[src/shfd_pkg.sv]
// Package for the sync-header frame deframer: constants, register indexes
// and the result record type shared by the deframer RTL.
// Depends on nothing.
`default_nettype none

package shfd_pkg;

    // Sync pair that opens every frame.
    localparam logic [7:0] SYNC_FIRST  = 8'h55;
    localparam logic [7:0] SYNC_SECOND = 8'hAA;

    // Payload bytes whose index reaches this value are flagged as overflow.
    localparam int unsigned MAX_DATA = 64;

    // Largest number of destination ID bytes; larger settings act as this.
    localparam logic [2:0] MAX_ID_BYTES = 3'd4;

    // Configuration register indexes.
    localparam int CFG_INDEX_W = 2;
    typedef enum logic [CFG_INDEX_W-1:0] {
        CFG_ID_BYTES     = 2'd0,
        CFG_DEFAULT_DEST = 2'd1,
        CFG_DEFAULT_ORIG = 2'd2,
        CFG_UNUSED       = 2'd3
    } cfg_index_t;

    // Output stream packing.
    localparam int TDATA_W = 96;
    localparam int TUSER_W = 2;

    // One result as it sits in the output or skid register.
    typedef struct packed {
        logic [31:0] src_id;
        logic [31:0] dst_id;
        logic [7:0]  payload_length;
        logic [7:0]  byte_index;
        logic [7:0]  payload_byte;
        logic        byte_valid;
        logic        overflow;
        logic        last;
    } result_t;

endpackage

`default_nettype wire

[src/sync_header_frame_deframer.sv]
// Top level of the sync-header frame deframer: byte parser, output register
// and skid register. Depends on shfd_pkg for constants and the result type.
`default_nettype none

// Usage
// The slave stream (s_tvalid/s_tready/s_tdata) carries received bytes, one
// request per byte. The parser hunts for the sync pair 0x55 0xAA, gathers
// id_bytes destination ID bytes (most significant first), takes a length
// byte and then emits one result per payload byte on the master stream.
// A frame with a zero length gives a single empty result (byte_valid low).
// m_tlast marks the final result of a frame; m_tuser carries byte_valid and
// the overflow flag, set when a payload byte index is at or beyond MAX_DATA.
// A result is registered into the output register at the edge that accepts
// its byte, or into the skid register if the receiver stalls. Throughput is
// one byte per cycle while the skid register is empty. When the receiver
// stalls, one extra result is caught in the skid register and s_tready then
// drops until the output drains; s_tready depends only on that register, so
// no combinational path runs from m_tready. Configuration is written through
// cfg_wr_en/cfg_index/cfg_wdata while the stream is idle; the user is bound
// to this and the block does not enforce it. Reset returns the parser to the
// hunt, empties both output registers, sets id_bytes to 4, default IDs to 0.

module sync_header_frame_deframer #(
    parameter int unsigned MAX_DATA = shfd_pkg::MAX_DATA
) (
    input  wire logic                                clk,
    input  wire logic                                rst_n,
    // Configuration write port.
    input  wire logic                                cfg_wr_en,
    input  wire logic [shfd_pkg::CFG_INDEX_W-1:0]    cfg_index,
    input  wire logic [31:0]                         cfg_wdata,
    // Received byte stream.
    input  wire logic                                s_tvalid,
    output logic                                     s_tready,
    input  wire logic [7:0]                          s_tdata,  // [7:0] rx_byte
    // Result stream.
    output logic                                     m_tvalid,
    input  wire logic                                m_tready,
    // [31:0] src_id, [63:32] dst_id, [71:64] payload_length,
    // [79:72] byte_index, [87:80] payload_byte, [95:88] zero
    output logic [shfd_pkg::TDATA_W-1:0]             m_tdata,
    output logic [shfd_pkg::TUSER_W-1:0]             m_tuser,  // [0] byte_valid, [1] overflow
    output logic                                     m_tlast
);

    // Configuration registers.
    logic [2:0]  id_bytes_reg;
    logic [31:0] default_dest_reg;
    logic [31:0] default_orig_reg;

    // Parser state. The parser is in a frame whenever pos_reg is not zero.
    logic [8:0]  pos_reg,       pos_next;
    logic [7:0]  frame_len_reg, frame_len_next;
    logic [31:0] dest_acc_reg,  dest_acc_next;

    // Output register and skid register.
    shfd_pkg::result_t out_reg,  out_next;
    logic              out_valid_reg, out_valid_next;
    shfd_pkg::result_t skid_reg, skid_next;
    logic              skid_valid_reg, skid_valid_next;

    // Per-byte work.
    logic              accept;
    logic [2:0]        id_count;
    logic [8:0]        hdr_end;
    logic [8:0]        idx_full;
    logic              is_last;
    logic              res_valid;
    shfd_pkg::result_t res;
    logic [31:0]       dest_sel;
    logic              out_free;

    assign s_tready = !skid_valid_reg;
    assign accept   = s_tvalid && s_tready;

    always_ff @(posedge clk or negedge rst_n)
    begin
        if (!rst_n)
        begin
            id_bytes_reg     <= shfd_pkg::MAX_ID_BYTES;
            default_dest_reg <= '0;
            default_orig_reg <= '0;
        end
        else if (cfg_wr_en)
        begin
            unique case (shfd_pkg::cfg_index_t'(cfg_index))
                shfd_pkg::CFG_ID_BYTES:     id_bytes_reg     <= cfg_wdata[2:0];
                shfd_pkg::CFG_DEFAULT_DEST: default_dest_reg <= cfg_wdata;
                shfd_pkg::CFG_DEFAULT_ORIG: default_orig_reg <= cfg_wdata;
                default:                    ;
            endcase
        end
    end

    // Parser: settings above four ID bytes behave as four.
    assign id_count = (id_bytes_reg > shfd_pkg::MAX_ID_BYTES) ? shfd_pkg::MAX_ID_BYTES
                                                              : id_bytes_reg;
    assign hdr_end  = 9'd2 + {6'd0, id_count};
    assign idx_full = pos_reg - 9'd3 - {6'd0, id_count};
    assign is_last  = ({1'b0, idx_full} + 10'd1) >= {2'd0, frame_len_reg};
    assign dest_sel = (id_count == 3'd0) ? default_dest_reg : dest_acc_reg;

    always_comb
    begin
        pos_next       = pos_reg;
        frame_len_next = frame_len_reg;
        dest_acc_next  = dest_acc_reg;
        res_valid      = 1'b0;

        res.src_id         = default_orig_reg;
        res.dst_id         = dest_sel;
        res.payload_length = frame_len_reg;
        res.byte_index     = idx_full[7:0];
        res.payload_byte   = s_tdata;
        res.byte_valid     = 1'b1;
        res.overflow       = idx_full[7:0] >= 8'(MAX_DATA);
        res.last           = is_last;

        if (accept)
        begin
            priority if (pos_reg == 9'd0)
            begin
                if (s_tdata == shfd_pkg::SYNC_FIRST)
                    pos_next = 9'd1;
            end
            else if (pos_reg == 9'd1)
            begin
                // A wrong second byte is not retried as a first sync byte.
                if (s_tdata == shfd_pkg::SYNC_SECOND)
                begin
                    pos_next      = 9'd2;
                    dest_acc_next = '0;
                end
                else
                    pos_next = 9'd0;
            end
            else if (pos_reg < hdr_end)
            begin
                dest_acc_next = {dest_acc_reg[23:0], s_tdata};
                pos_next      = pos_reg + 9'd1;
            end
            else if (pos_reg == hdr_end)
            begin
                frame_len_next = s_tdata;
                if (s_tdata == 8'd0)
                begin
                    // Empty frame: a single marker result.
                    res_valid          = 1'b1;
                    res.payload_length = 8'd0;
                    res.byte_index     = 8'd0;
                    res.payload_byte   = 8'd0;
                    res.byte_valid     = 1'b0;
                    res.overflow       = 1'b0;
                    res.last           = 1'b1;
                    pos_next           = 9'd0;
                end
                else
                    pos_next = pos_reg + 9'd1;
            end
            else
            begin
                res_valid = 1'b1;
                pos_next  = is_last ? 9'd0 : pos_reg + 9'd1;
            end
        end
    end

    always_ff @(posedge clk or negedge rst_n)
    begin
        if (!rst_n)
        begin
            pos_reg       <= '0;
            frame_len_reg <= '0;
            dest_acc_reg  <= '0;
        end
        else
        begin
            pos_reg       <= pos_next;
            frame_len_reg <= frame_len_next;
            dest_acc_reg  <= dest_acc_next;
        end
    end

    // Output side. The skid register only fills while the output register is
    // stalled, and it is drained into the output register first.
    assign out_free = !out_valid_reg || m_tready;

    always_comb
    begin
        out_next        = out_reg;
        out_valid_next  = out_valid_reg;
        skid_next       = skid_reg;
        skid_valid_next = skid_valid_reg;
        if (out_free)
        begin
            out_next        = skid_valid_reg ? skid_reg : res;
            out_valid_next  = skid_valid_reg || res_valid;
            skid_valid_next = 1'b0;
        end
        else if (res_valid)
        begin
            skid_next       = res;
            skid_valid_next = 1'b1;
        end
    end

    always_ff @(posedge clk or negedge rst_n)
    begin
        if (!rst_n)
        begin
            out_valid_reg  <= 1'b0;
            skid_valid_reg <= 1'b0;
        end
        else
        begin
            out_valid_reg  <= out_valid_next;
            skid_valid_reg <= skid_valid_next;
        end
    end

    always_ff @(posedge clk)
    begin
        out_reg  <= out_next;
        skid_reg <= skid_next;
    end

    assign m_tvalid = out_valid_reg;
    assign m_tdata  = {8'd0, out_reg.payload_byte, out_reg.byte_index,
                       out_reg.payload_length, out_reg.dst_id, out_reg.src_id};
    assign m_tuser  = {out_reg.overflow, out_reg.byte_valid};
    assign m_tlast  = out_reg.last;

    // The skid register is only ever occupied behind a full output register.
    a_skid_behind_out: assert property (@(posedge clk) disable iff (!rst_n)
        skid_valid_reg |-> out_valid_reg)
        else $error("skid register holds a result while output register is empty");

    // The final result of a frame always sends the parser back to the hunt.
    a_last_hunts: assert property (@(posedge clk) disable iff (!rst_n)
        (res_valid && res.last) |=> (pos_reg == 9'd0))
        else $error("parser did not return to hunt after last result");

    // An empty-frame marker is a lone, last result at index zero.
    a_empty_marker: assert property (@(posedge clk) disable iff (!rst_n)
        (res_valid && !res.byte_valid) |-> (res.last && res.byte_index == 8'd0))
        else $error("malformed empty-frame marker");

    // Overflow is only flagged on results that carry a payload byte.
    a_overflow_valid: assert property (@(posedge clk) disable iff (!rst_n)
        (m_tvalid && m_tuser[1]) |-> m_tuser[0])
        else $error("overflow flagged on an empty-frame marker");

    // No result comes from a byte taken while hunting or during the sync pair.
    a_no_result_in_sync: assert property (@(posedge clk) disable iff (!rst_n)
        (accept && pos_reg < 9'd2) |-> !res_valid)
        else $error("result produced during sync hunt");

endmodule

`default_nettype wire

[config.mk]
export PLATFORM = sky130hd
export DESIGN_NAME = sync_header_frame_deframer
export DESIGN_NICKNAME = d
export VERILOG_FILES = /design/src/shfd_pkg.sv /design/src/sync_header_frame_deframer.sv
export SDC_FILE = /design/constraint.sdc
export NUM_CORES = 1
export LEC_CHECK = 0
export ABC_AREA = 1
export BUFFER_PORTS_ARGS = -buffer_cell sky130_fd_sc_hd__clkbuf_2
export CORE_MARGIN = 1.5
export CORE_UTILIZATION = 30
export DETAILED_ROUTE_END_ITERATION = 16
export PLACE_DENSITY = 0.46
export SLEW_MARGIN = 20
export SYNTH_ARGS = -nofsm -noshare
export SYNTH_HDL_FRONTEND = slang
export SYNTH_SLANG_ARGS = --single-unit
[constraint.sdc]
create_clock -name clk -period 21.6 [get_ports clk]
set_input_delay 5.4 -clock clk [delete_from_list [all_inputs] [get_ports clk]]
set_output_delay 5.4 -clock clk [all_outputs]
set_load 0.05 [all_outputs]
==> results, run 1 <==
- The placed instances occupy a cell area of approximately 0.014 sq mm.
- The width of the die is about 210 um.
- The area share of and/or/nand/nor cells after synthesis is 0.186.
- The share of Yosys cell area claimed by the top area cell type is 0.421.
- The count of clock tree sinks is 300.
- In the finished design, the share of the clock period the worst path needs comes to 0.323.
- Counting flops with an async set or reset pin after synthesis yields a share of 0.393.
- The number of warning messages in the yosys log is 0.
- After global routing, the most crowded layer is met2.
- From bottom edge to top edge, the die measures about 210 um.
- Based on the critical path, the design can be clocked at up to 143 MHz.
- Tracing the worst setup path back leads to its startpoint at skid_valid_reg.
- The critical path goes through inv_4 -> clkbuf_2.
- The number of ports placed on the die boundary is 148.
- The die outline area is approximately 0.045 sq mm.
- The startpoint identified for the worst register-to-register timing path is id_bytes_reg[0].
- Detailed placement ended at an HPWL of between 20,000 and 25,000 um.
- By area the synthesized netlist is led by sky130_fd_sc_hd__edfxtp_1 (42%), sky130_fd_sc_hd__dfrtp_1 (23%), sky130_fd_sc_hd__nand2_1 (11%), sky130_fd_sc_hd__o21ai_0 (3.4%), sky130_fd_sc_hd__inv_1 (2.7%).
- At the end of routability-driven placement, the weighted congestion stood at 0.777.
- The type of the worst setup path is reg -> out.
- In the layout the commonest cells are sky130_fd_sc_hd__nand2_1 (389), sky130_fd_sc_hd__edfxtp_1 (182), sky130_fd_sc_hd__clkbuf_2 (138).
- The final count of pins violating max slew was 0.
- No sink is reached through more buffers than the 3 on the longest clock path.
- Clock latency on the worst-skew pair, taken at its later pin, is 520 ps.
- In this run, post-CTS hold repair placed 0 buffers.
- Adding up every negative setup slack in the final design gives 0 ps.
- The number of antenna violations at the first check in global routing came to 0.
- The static power due to leakage is 0.00693 uW.
- The number of buffers inserted by port buffering is 139.
- Of all nets on the critical path, the largest fanout is 27.
- The per-instance average area after synthesis is 10.5 sq um.
- The arrival time of the worst setup path is 1570 ps.
- After floorplanning, the core was divided into 76 placement rows.
- The global-route wire length before repair is 50,400 um.
- Once placement completed, the tool counted placed cells totaling ~1,900.
- The via count of the first global-routing pass came to 8,684.
- Setup violations remaining at the end of the flow were counted as 0.
- The finished cells cover 0.0153 sq mm.
- The routed layout has approximately 8,800 vias.
- After synthesis, the largest family of logic cells by area is simple AND/OR/NAND/NOR gates.
- Entering global routing, the biggest net connects 76 pins.
- The post-route total power is about 2200 uW.
- The clock slew at the register clock pins of the worst setup and hold paths is 60 ps.
- The portion of synthesized area spent on multiplexers is 0.
- The most used flip-flop cell after synthesis is sky130_fd_sc_hd__edfxtp_1.
- The synthesized design contains roughly 180 enable-type register cells.
- After layout, the minimum clock period comes to 6970 ps.
- The synthesized cell area is 0.0130 sq mm.
- The total routing usage reported by global routing is 0.147.
- TritonCTS created 35 clock buffers.
- In the global route stage, met2 resource usage came out at 0.235.
- Of the total synthesized cell area, the portion taken by XOR and XNOR cells is 0.0109.
- The global-route met3 utilization is 0.0256.
- The first routing iteration left approximately 430 violations.
- For the final database, setup skew stands at 7.55 ps.
- The number of setup buffers added after CTS is 0.
- The per-cell routed wire length is 16.2 um.
- The netlist uses 40 different library cells.
- The total DRC errors in the routed layout is 0.
- The number of cells on the worst reg-to-reg path is 23.
- The share of layout cells above drive strength 1 is 0.175.
- The area fraction in compound gates after synthesis is 0.0747.
- Setup repair after global routing left no endpoint under its margin.
- The cell with the biggest individual delay on the critical path is sky130_fd_sc_hd__dfrtp_2.
- The proportion of synthesized chip area in sequential cells is 0.649.
- Measured against its own limit, the worst slew margin works out to 0.303.
- The tool flagged a number of max-cap violations equal to 0.
- The flip-flop count of the largest register, all copies and words added is 91.
- The run finished with clean final reports.
- For the worst setup path, the data required time is 16,200 ps.
- The slew of the pin with the lowest slew margin is around 1000 ps.
- Using the TritonRoute via totals, the vias-per-cell ratio works out to 4.44.
- The first detailed-routing pass took 5 iterations.
- The floorplan step defined a core boundary enclosing 0.0429 sq mm.
- The clock tree synthesis step divided the H-tree into 2 levels.
- The critical path launch point type is a flip-flop.
- The total overflow reported by the global router is 0.
- The number of non-filler instances in the completed layout is 1,976.
- The hold violation count in the final report is 0.
- The total wirelength of the detailed-routed design is about 32,000 um.
- For this run, the post-layout net count is 1,434.
- The classification of the worst-slack hold path is reg -> reg.
- The initial utilization of the core area, before any placement, comes to 0.303.
- The worst hold path begins at default_orig_reg[13].
- The adder and majority cell fraction of the synthesized area is 0.0228.
- Power spread over the standard cell area amounts to roughly 140 mW/mm^2.
- After technology mapping, the gate count stands at 1,238.
- The met1 demand-to-capacity share in global routing is 0.206.
- The area added between synthesis and finish is 18.1%.
- The number of synthesized register bits is 300.
- The leading cell type in the layout, fill and taps excluded is sky130_fd_sc_hd__nand2_1.
- After clock tree synthesis, the repair step resized 0 gates.
- The number of antenna cells inserted is 0.
- TritonCTS built the clock tree.
- The worst setup path is captured at an output port.
- The instance count along the most critical hold path is 0.
- The remaining antenna violation count after routing is 0.
- The biggest area contributor in the post-synthesis netlist is sky130_fd_sc_hd__edfxtp_1.
- The largest single stage delay on the critical path is 420 ps.
- IR analysis of the VDD net gives a maximum drop of slightly above 0.08 mV.
- The tree is rooted in a sky130_fd_sc_hd__clkbuf_16.
[metal layers]
layer / up-vias / part of all wire
met5: - / 0
met4: 0 / 0.017
met3: 41 / 0.043
met2: 189 / 0.46
met1: 4191 / 0.48
li1: 4361 / -
[Yosys cell counts, types with 2 or more instances]
library cell	number
sky130_fd_sc_hd__ha_1	22
sky130_fd_sc_hd__edfxtp_1	182
sky130_fd_sc_hd__a31oi_1	34
sky130_fd_sc_hd__buf_4	9
sky130_fd_sc_hd__o21ai_0	89
sky130_fd_sc_hd__buf_6	6
sky130_fd_sc_hd__inv_2	3
sky130_fd_sc_hd__nand3_1	55
sky130_fd_sc_hd__buf_2	3
sky130_fd_sc_hd__clkbuf_1	49
sky130_fd_sc_hd__nand4_1	8
sky130_fd_sc_hd__xor2_1	13
sky130_fd_sc_hd__dfrtp_1	117
sky130_fd_sc_hd__nand2_2	6
sky130_fd_sc_hd__nor2_1	80
sky130_fd_sc_hd__o31ai_1	4
sky130_fd_sc_hd__nand2_1	390
sky130_fd_sc_hd__inv_1	92
sky130_fd_sc_hd__nor2_8	3
sky130_fd_sc_hd__o21ai_2	5
sky130_fd_sc_hd__a21oi_1	19
sky130_fd_sc_hd__nor3_1	7
sky130_fd_sc_hd__nand2_4	3
sky130_fd_sc_hd__nor2_4	9
sky130_fd_sc_hd__o31ai_2	4
sky130_fd_sc_hd__nor4_1	2
sky130_fd_sc_hd__o21ai_1	11
[layout make-up]
type	instances	area (sq um)
Clock buffer	50	1030
Clock inverter	14	104
Fill cell	4389	27600
Inverter	96	363
Multi-Input combinational cell	780	3880
Sequential cell	300	8420
Tap cell	585	732
Timing Repair Buffer	151	800
[power breakdown]
| part | total, uW | internal, uW | leakage, uW | switching, uW |
|---|---|---|---|---|
| Combinational | 767 | 198 | 0.00309 | 569 |
| Sequential | 836 | 770 | 0.00329 | 66.1 |
| Clock | 576 | 344 | 0.000549 | 233 |
| Total | 2180 | 1310 | 0.00693 | 868 |
[per-stage QoR]
step	worst slack, ps	util	hold slack, ps
CTS	14570	0.357	470
detailed placement	14210	0.331	456
global route	14560	0.357	486
global placement	14000	0.331	458
floorplan	7060	-	447
finish	14630	0.357	471
[worst paths after layout]
path | endpoint | slack [ps]
max in group asynchronous | skid_valid_reg | 15440
max | s_tready | 14630
min | skid_reg[72] | 470
max reg2reg | pos_reg[4] | 16720
min reg2reg | skid_reg[72] | 470
min in group asynchronous | m_tvalid | 4910
[cell families after synthesis]
kind of cell / Yosys count
AO/OA/AOI/OAI: 169
XOR/XNOR: 14
adder cells (fa/ha/maj): 23
buffers and inverters: 165
flip-flops: 300
other: 1
AND/OR/NAND/NOR: 566
[critical path, delay by kind of cell (launching register included)]
family	cells	cell delay (ps)
buf+inv	2	630
flops	1	420
(Power assumes the default switching activity.)
==> run 2, diff against run 1 <==
clock period = 6.8 ns   (was 21.6 ns; I/O delays follow)
==> run 2 against run 1 <==
  * Via count is 0.17% lower
  * Worst setup slack got worse by 12000 ps
  * Sequential cell count unchanged
  * Count of clock-buffer cells in the layout decreased by 6
  * Critical endpoint is now pos_reg[3]
  * Power rose to 3.2 times the previous value
  * Clock power grew to 3.4 times the previous value
==> results, run 2 (same netlist as run 1, synthesis figures left out) <==
- The worst setup path is of the reg -> reg kind.
- The initial utilization of the core area, before any placement, comes to 0.303.
- The share of total power dissipated in combinational logic is 0.347.
- The via count of the first global-routing pass is 8,644.
- CTS placed an instance of sky130_fd_sc_hd__clkbuf_16 at the clock tree root.
- The startpoint identified for the worst register-to-register timing path is id_bytes_reg[0].
- The worst slew slack as a fraction of its limit is 0.302.
- The width of the die is roughly 210 um.
- The most critical setup path has its startpoint at id_bytes_reg[0].
- STA classifies the critical path startpoint as a flip-flop.
- Detailed placement ended at an HPWL of around 20,000 um.
- The kind of cell adding the most delay to the critical path is simple AND/OR/NAND/NOR gates.
- For this design, the CTS-stage hold fixing added 0 buffers.
- The global-route wire length before repair is 49,800 um.
- The critical path crosses 23 cells after its start point.
- After clock tree synthesis, the clock-pin slew on the worst setup and hold paths is 60 ps.
- The power per standard cell area is 458 mW/mm^2.
- The hold violation count in the final report is 0.
- The cell row count is 76.
- The total routing usage reported by global routing is 0.144.
- The peak fanout along the critical path is 35.
- Walking the worst path, the cells encountered are nor2_4 -> o21ai_0 -> ha_1 -> ha_1 -> fa_1 -> nand3_1 -> nor2_1 -> nand3_1 -> nor2_1 -> xor2_1 -> inv_1 -> ha_1 -> nand2_1 -> inv_1 -> nand2_1 -> nor4_1 -> nor2_1 -> nand2_1 -> inv_1 -> nand3_1 -> nand2_2 -> nand2_2 -> a21oi_1.
- Global routing finished with a remaining overflow of 0.
- The capture point of the critical path is pos_reg[3].
- The register with the most flip-flops in the layout has 91 of them.
- The first detailed-routing pass ran for 5 iterations.
- In the routed layout, each cell is associated on average with a via count of 4.44.
- The arrival time of the worst setup path is 5000 ps.
- The kind of end point of the critical path is a flip-flop.
- The classification of the worst-slack hold path is reg -> reg.
- The delay of the slowest critical-path stage is 660 ps.
- Setup repair after global routing left no endpoint under its margin.
- The reg2reg setup slack is about 2200 ps.
- The share of total power dissipated in the clock network is 0.277.
- Entering global routing, the biggest net connects 69 pins.
- The number of failing setup endpoints in the final timing report is 0.
- In the routed design, unresolved DRC markers number 0.
- Port buffering added 139 buffers.
- The number of antenna violations at the first check in global routing was 0.
- The number of antenna cells inserted is 0.
- The total area inside the core boundary comes to around 0.043 sq mm.
- The run finished with clean final reports.
- For this design the total switching power over the nets is 2790 uW.
- The CTS tree is done.
- The slew of the pin with the lowest slew margin is 1050 ps.
- For this run, the post-layout net count is between 1,000 and 1,500.
- The number of ports placed on the die boundary is between 100 and 150.
- At the end of routability-driven placement, the weighted congestion stood at 0.787.
- The switching fraction of total power is 0.395.
- For this design the static power due to leakage is about 0.007 uW.
- The minimum period implied by the final worst setup slack is 4590 ps.
- The clock insertion delay at the later pin of the skew report is between 500 and 600 ps.
- In the layout the commonest cells are sky130_fd_sc_hd__nand2_1 (389), sky130_fd_sc_hd__edfxtp_1 (182), sky130_fd_sc_hd__clkbuf_2 (138).
- The routed design has ~31,000 um of wire.
- The number of setup buffers added after CTS is 0.
- The highest clock frequency the design can meet is 218 MHz.
- The worst path meets setup with between 2000 and 2500 ps of slack.
- Post-CTS repair changed the size of 0 cells.
- The worst register-to-register path ends at pos_reg[3].
- The library cell used most frequently in the layout, excluding fill and tap cells, is sky130_fd_sc_hd__nand2_1.
- The violation count after the first detailed-route iteration is 492.
- The die covers roughly 0.045 sq mm.
- The final count of pins violating max slew was 0.
- The part of the cycle the worst path needs is 0.676.
- The CTS buffer count is 35.
- Measured along the y axis, the die boundary spans 211 um.
- Counting cells, the worst reg-to-reg path comes to 23.
- On the final layout, the worst clock skew is 20.0 ps.
- The number of buffers and inverters on the critical path is 3.
- At the placement stage, the worst setup path has a slack of 2150 ps.
- The required time at the endpoint of the critical path is 7210 ps.
- IR analysis of the VDD net gives a maximum drop of 0.163 mV.
- The level count of the clock H-tree is 2.
- The internal portion of the total power is roughly 4300 uW.
- The share of layout cells above drive strength 1 is 0.177.
- Measured on the finished design, the core utilization comes to 0.359.
- The area growth from synthesis to layout is 18.6%.
- The reported max-cap violation count is 0.
- The worst-case clock buffer depth is 3.
- The count of clock tree sinks is 300.
- In the final routed layout, each cell accounts on average for 15.9 um.
- The detail route stage leaves a number of antenna-violating nets equal to 0.
- Of the total power, registers draw 0.377.
- The cell with the biggest individual delay on the critical path is sky130_fd_sc_hd__nor2_4.
- The number of vias in the routed layout is 8,767.
- Setup total negative slack on the finished layout was measured at 0 ps.
==> run 2: cell count changes in the layout (fill, tap and decap cells not counted), sizes merged <==
cell / change
buf: -1
bufinv: +4
clkbuf: -6
clkinv: +1
inv: +1
==> run 2: cell type report <==
class / count / area, sq um
fillers: 4316 / 27500
clock inverters: 20 / 236
clock buffers: 44 / 961
repair buffers: 150 / 788
well taps: 585 / 732
multi-input cells: 780 / 3890
inverters: 96 / 363
flip-flops and latches: 300 / 8420
==> run 2: stage by stage <==
step / cell area, sq um / cells / total power, uW / hold WS (ps)
2_1_floorplan: 13000 / 1245 / 4560 / 447
3_3_place_gp: 14200 / 1910 / 5140 / 458
3_5_place_dp: 14200 / 1910 / 5160 / 456
4_1_cts: 15400 / 1974 / 7160 / 471
5_1_grt: 15400 / 1975 / 7510 / 480
6_report: 15400 / 1975 / 7050 / 470
==> run 2: power by group through the flow <==
stage / Combinational, uW / Clock, uW / Sequential, uW
after floorplan: 1270 / 0 / 3280
after global placement: 2430 / 0 / 2700
after CTS: 2470 / 2020 / 2670
after global routing: 2710 / 2090 / 2710
after detailed placement: 2450 / 0 / 2700
final: 2440 / 1950 / 2660
==> run 2: layer usage <==
metal | share of wire | track usage | vias up
met2 | 0.46 | 0.228 | 196
met4 | 0.026 | 0.0468 | 0
met5 | 0 | 0 | -
met3 | 0.051 | 0.0315 | 50
met1 | 0.46 | 0.197 | 4159
li1 | - | - | 4362
==> run 2: worst min-delay path by stage <==
stage	endpoint	start	cells past startpoint
floorplan	skid_reg[59]	default_orig_reg[0]	0
global placement	skid_reg[72]	default_orig_reg[13]	0
detailed placement	skid_reg[69]	default_orig_reg[10]	0
CTS	skid_reg[69]	default_orig_reg[10]	0
global route	skid_reg[69]	default_orig_reg[10]	0
finish	skid_reg[75]	default_orig_reg[16]	0
